[config.mk]
export PLATFORM = sky130hd
export DESIGN_NAME = sia_div_stage
export DESIGN_NICKNAME = d
export VERILOG_FILES = /design/src/design/sia_pkg.sv /design/src/design/sia_div_stage.sv
export SDC_FILE = /design/constraint.sdc
export NUM_CORES = 1
export LEC_CHECK = 0
export BUFFER_PORTS_ARGS = -buffer_cell sky130_fd_sc_hd__buf_4
export CORE_AREA = 2 2 205 207
export CTS_CLUSTER_DIAMETER = 60
export CTS_CLUSTER_SIZE = 10
export DETAILED_ROUTE_END_ITERATION = 10
export DIE_AREA = 0 0 207 209
export GPL_TIMING_DRIVEN = 1
export HOLD_SLACK_MARGIN = 0.15
export MAX_ROUTING_LAYER = met4
export PLACE_DENSITY = 0.67
export SYNTH_ARGS = -nofsm -noshare
export SYNTH_HDL_FRONTEND = slang
export SYNTH_SLANG_ARGS = --single-unit
[constraint.sdc]
create_clock -name clk -period 0.9 [get_ports clk]
set_clock_uncertainty 0.1 [all_clocks]
set_input_delay 0.045 -clock clk [delete_from_list [all_inputs] [get_ports clk]]
set_output_delay 0.045 -clock clk [all_outputs]
set_load 0.02 [all_outputs]
[src/design/sia_pkg.sv]
`timescale 1ns / 1ps
// Shared types and constants of the signed integer ALU.
// Used by every module of the design; it depends on nothing else.
package sia_pkg;

    localparam int DataWidth = 64;
    localparam int ShiftBits = 6;
    localparam int DivSteps  = DataWidth;
    localparam int InBytes   = (4 + 2 * DataWidth + 7) / 8;
    localparam int OutBytes  = (DataWidth + 2 + 7) / 8;

    typedef logic [DataWidth-1:0] word_t;

    typedef enum logic [3:0] {
        OP_MUL = 4'd0,
        OP_DIV = 4'd1,
        OP_REM = 4'd2,
        OP_ADD = 4'd3,
        OP_SUB = 4'd4,
        OP_SHL = 4'd5,
        OP_SAR = 4'd6,
        OP_LT  = 4'd7,
        OP_LE  = 4'd8,
        OP_GT  = 4'd9,
        OP_GE  = 4'd10,
        OP_EQ  = 4'd11,
        OP_NE  = 4'd12,
        OP_AND = 4'd13,
        OP_XOR = 4'd14,
        OP_OR  = 4'd15
    } op_t;

    typedef enum logic [1:0] {
        FAULT_NONE     = 2'd0,
        FAULT_DIV_ZERO = 2'd1,
        FAULT_OVERFLOW = 2'd2
    } fault_t;

    // Item as it travels through the divider stages.
    typedef struct packed {
        logic   valid;
        op_t    op;
        fault_t fault;
        logic   neg_q;
        logic   neg_r;
        word_t  res;
        word_t  rem;
        word_t  quo;
        word_t  dsr;
    } div_t;

endpackage

[src/design/sia_div_stage.sv]
`timescale 1ns / 1ps
// One stage of the pipelined restoring divider: produces one quotient bit.
// Depends on sia_pkg.
module sia_div_stage (
    input  logic           clk,
    input  logic           rst_n,
    input  logic           en,
    input  sia_pkg::div_t  in_item,
    output sia_pkg::div_t  out_item
);
    import sia_pkg::*;

    logic                 valid_reg;
    div_t                 item_reg;
    div_t                 item_next;
    logic [DataWidth:0]   trial;
    logic [DataWidth:0]   diff;

    assign trial = {in_item.rem, in_item.quo[DataWidth-1]};
    assign diff  = trial - {1'b0, in_item.dsr};

    always_comb
    begin
        item_next = in_item;
        if (!diff[DataWidth])
        begin
            item_next.rem = diff[DataWidth-1:0];
        end
        else
        begin
            item_next.rem = trial[DataWidth-1:0];
        end
        item_next.quo = {in_item.quo[DataWidth-2:0], !diff[DataWidth]};
    end

    always_ff @(posedge clk or negedge rst_n)
    begin
        if (!rst_n)
        begin
            valid_reg <= 1'b0;
        end
        else if (en)
        begin
            valid_reg <= item_next.valid;
        end
    end

    always_ff @(posedge clk)
    begin
        if (en)
        begin
            item_reg <= item_next;
        end
    end

    always_comb
    begin
        out_item       = item_reg;
        out_item.valid = valid_reg;
    end

endmodule

Word level (Yosys, flattened, before mapping) --
Index checks and enable logic that the tools add are counted.
Cells by class: add/sub/neg operators 1, muxes and demuxes 1, reductions and logical operators 1
Operators with widths (count):
- $sub A65 B64 Y65 | 1
- $mux W64 | 1
- $logic_not A1 Y1 | 1
Storage, ports and cells: register bits 265, input port bits 268, output and inout port bits 265, word-level logic and storage cells 12

Longest topological paths before layout --
depth after elaboration 2, depth in mapped cells 17, mapped depth without buffers 13

Least setup slack after synthesis --
OpenSTA, ideal clock, no wires.
path type input-to-reg, start in in_item[7] (netlist name), end reg item_reg (netlist bit out_item[185]), data pin, library setup time 260 ps, data arrival time 2803 ps, data required time 540 ps, path slack -2264 ps, stages 17, buffers on the path 5, cell sequence inv_1 > ha_1 > buf_2 > a21oi_2 > nor2_1 > o41ai_4 > o22ai_2 > o21ai_2 > a211oi_2 > or3_1 > buf_6 > and3_1 > buf_6 > inv_4 > buf_6 > buf_8 > mux2_4
RTL lines:
- from (decl) | line sia_div_stage.sv:8 | input sia_pkg::div_t in_item,
- to (signal assigned) | line sia_div_stage.sv:52 | item_reg <= item_next;
- to (decl) | line sia_div_stage.sv:14 | div_t item_reg;

==> results.md <==
| Stage | Metric | This run |
| --- | --- | --- |
| power | Maximum ir drop on the vdd rail | 0.00153 V |
| clock tree | Clock buffer count from CTS | 36 |
| critical path | Category of the most critical setup path | in2reg |
| global route | Overall track demand over capacity in global routing | 25.3% |
| global route | Met2 routing resource usage after global routing | 44.1% |
| logic synthesis | Yosys Warn Count | 0 |
| sta | Final hold violation count | 69 |
| clock tree | Clk sink count | 265 |
| finish | Ratio of cells with drive above 1 in the final layout | 49.0% |
| routing | Remaining DRCs | 0 |
| global route | Met3 usage in global routing | 5.11% |
| clock tree | TritonCTS clock tree | done |
| logic synthesis | Commonest cells post-synth | 264 x edfxtp_1, 87 x inv_1, 78 x a21oi_1 |
| logic synthesis | Post-Synthesis Net Count | 1363 |
| routing | DRC marker count from the first detailed-route iteration | 750 |
| sta | Setup slack of the critical path after layout | -1.76 ns |
| global route | GR Layer Usage met1 | 28.9% |
| global route | Most heavily used metal layer in global routing | met2 |
| finish | Nets | 2439 |
| sta | Fmax achieved | 0.375 GHz |
| critical path | CP Data Required Time | 1.09 ns |
| floorplan | Total core area | 0.0413 mm^2 |
| routing | ANT nets after route | 0 |
| clock tree | Maximum root-to-sink buffer count | 3 |
| floorplan | DIE WIDTH | 207 um |
| sta | Setup TNS | -190.23 ns |
| clock tree | Number of levels the H-tree was split into | 2 |
| placed design | Number of buffer cells added on primary ports | 532 |
| placed design | Final estimated routing congestion in global placement | 0.913 |
| sta | Tightest slew margin relative to the limit | 51.8% |
| logic synthesis | Cell variety after synth | 76 |
| logic synthesis | Area leader, netlist | edfxtp_1 |
| critical path | Data arrival time of the critical path | 2.85 ns |
| global route | Via count of the first global-routing pass | 13500 |
| logic synthesis | Synth top area cells | edfxtp_1 60%, ha_1 6.1%, mux2_2 4.3% |
| logic synthesis | Number of enable flip-flop cells after synthesis | 264 |
| flow run | Number of max-capacitance violations reported | 0 |
| floorplan | I/O Pins | 533 |
| floorplan | # rows | 75 |
| clock tree | Clock-pin slew on the worst setup and hold paths | 0.06 ns |
| sta | Slew Viols, Final | 0 |
| critical path | Endpoint class of the critical path | flip-flop |
| finish | # fillers | 3095 |
| finish | Area Overhead vs Synth | 93.4% |
| clock tree | Clk_lat worst skew | 0.53 ns |
| status | Outcome | finished, violations left |
| routing | Via density per instance | 4.81 |
| logic synthesis | Post-synth top flop | edfxtp_1 |
| critical path | Element type at the critical path start | input port |
| clock tree | CTS root buffer | clkbuf_16 |
| routing | First-pass detailed-route iteration total | 5 |
| routing | Routed WL | 55.8 mm |
| logic synthesis | Cell area after technology mapping | 0.0132 mm^2 |
| floorplan | Full die area | 0.0433 mm^2 |
| logic synthesis | Proportion of netlist area held by the largest area contributor | 60.2% |
| placed design | Dpl ws | -2.39 ns |
| sta | Fin crit share | 296% |
| logic synthesis | Share of the yosys chip area belonging to registers | 60.4% |
| routing | Average routed wire per standard cell | 20.9 um |
| sta | Unrepaired setup endpoints after global routing | true |
| sta | Transition at the pin with the smallest max-transition slack | 0.716 ns |
| critical path | R2R setup slack | -0.11 ns |
| sta | Worst hold-check slack | -0.381 ns |
| global route | Total global routing overflow | 0 |
| floorplan | Starting Density | 31.9% |
| sta | Count of final setup violators | 331 |
| power | Reported leakage power | 11.2 nW |
| finish | Flip-flop count of the largest register, all copies and words added | 264 |
| logic synthesis | Most instantiated library cell after synthesis | edfxtp_1 |
| logic synthesis | Avg Cell Area, Syn | 12.8 um^2 |
| global route | Number of antenna violations at the first check in global routing | 5 |
| logic synthesis | Post-synthesis async set-or-reset flop share | 0.377% |
| critical path | Critical-path maximum fanout | 3 |
| placed design | Final HPWL DP | 38.9 mm |
| logic synthesis | Gate Count Post-Synth | 1030 |
| logic synthesis | Number of storage elements in the synthesis netlist | 265 |
| floorplan | Die Y | 209 um |
| global route | Pin count of the biggest net entering global routing | 52 |
| sta | Post-layout minimum cycle time | 2.66 ns |
| status | Failing checks | hold timing, setup timing |
| power | Power density normalized to cell area | 1710 mW/mm^2 |
| global route | Global-route wire length before repair | 81.7 mm |
| routing | Number of vias after detailed routing | 12800 |
| worst hold path | Min-delay worst type | in2reg |
==> metrics by stage <==
step                std cells  instance area [um^2]  total power [mW]  util [%]
floorplan                1030                 13400              21.0         -
global placement         2335                 19900              26.8      48.3
detailed placement       2335                 19900              26.9      48.3
CTS                      2636                 24900              43.3      60.4
global route             2667                 25500              45.2      61.7
finish                   2667                 25500              43.6      61.7
==> worst paths after layout <==
kind	start	depth (start not counted)	to
worst min-delay path	in_item[0]	1	out_item[0]$_DFFE_PP_
min in group asynchronous	rst_n	3	valid_reg$_DFFE_PN0P_
worst max-delay path	in_item[20]	13	out_item[191]$_DFFE_PP_
max in group asynchronous	rst_n	3	valid_reg$_DFFE_PN0P_
worst max register to register	valid_reg$_DFFE_PN0P_	2	valid_reg$_DFFE_PN0P_
worst min register to register	valid_reg$_DFFE_PN0P_	2	valid_reg$_DFFE_PN0P_
==> cell usage in the layout, fill, tap and decap left out, types with 5 or more instances in the layout <==
cell type        n
a21o_1          32
a21oi_1         62
a21oi_2         16
a31oi_1          8
and3_1           6
buf_12          11
buf_4          540
buf_6          274
clkbuf_1         7
clkbuf_16       36
diode_2          5
dlygate4sd3_1  243
edfxtp_1       264
ha_1            42
ha_4            20
inv_1           74
inv_2            9
mux2_2          14
mux2_4          37
mux2i_1          6
nand2_1         64
nand2b_1         8
nand3_1          9
nand4_1         20
nor2_1          45
nor2b_1         12
nor3_1          14
o211ai_1         5
o21a_1           8
o21ai_0         33
o21ai_1          5
o21bai_1        13
xnor2_1         32
xor2_1          22
==> per-layer routing <==
| metal | routed length, um | share of wire [%] |
|---|---|---|
| met5 | 0 | 0 |
| met3 | 3050 | 5.5 |
| met4 | 1970 | 3.5 |
| met1 | 21900 | 39 |
| met2 | 28800 | 52 |
==> logic make-up (layout without fill, tap and decap cells) <==
| group | Yosys count | count (layout) | share of synthesized area, % |
|---|---|---|---|
| DFF | 265 | 265 | 60.4 |
| AOI/OAI and AO/OA | 240 | 240 | 11.9 |
| and+or+nand+nor | 222 | 222 | 8.70 |
| buffers and inverters | 124 | 1217 | 4.03 |
| adders and majority gates | 65 | 65 | 6.24 |
| muxes | 60 | 60 | 5.08 |
| xor gates and xnor gates | 54 | 54 | 3.59 |
| other | 0 | 5 | 0 |
==> timing repair <==
item	4_1_cts	5_1_grt
endpoints found under the hold margin	529	383
pin swaps	44	34
gates resized for setup	367	61
hold buffers	224	19
gates cloned	2	0
buffers inserted	22	13
setup endpoints to repair	330	331
==> worst max-delay path, stage by stage <==
cell and delay, ns:
buf_8 0.10, inv_4 0.05, ha_4 0.21, buf_4 0.14, a21oi_2 0.10, nor2_1 0.06
or4b_4 0.54, or4b_4 0.56, and4_4 0.20, o21a_4 0.22, o311ai_4 0.28, nand3_1 0.11
a31o_2 0.24
==> area by class of cell <==
cell class / instances / area [um^2] / area share [%]
Timing Repair Buffer: 1074 / 9910 / 38.9
Clock inverter: 12 / 161 / 0.634
Sequential cell: 265 / 7950 / 31.2
Multi-Input combinational cell: 641 / 5460 / 21.5
Inverter: 88 / 360 / 1.42
Clock buffer: 43 / 927 / 3.64
Antenna cell: 5 / 12.5 / 0.0491
Tap cell: 539 / 674 / 2.65
==> power breakdown <==
group / switching [mW] / leakage [nW] / internal, mW / total (mW)
clock network: 5.47 / 0.524 / 8.18 / 13.6
registers: 0.685 / 2.60 / 15.2 / 15.9
logic: 6.43 / 8.10 / 7.65 / 14.1
Note: power is estimated with default switching activity, not from simulation.
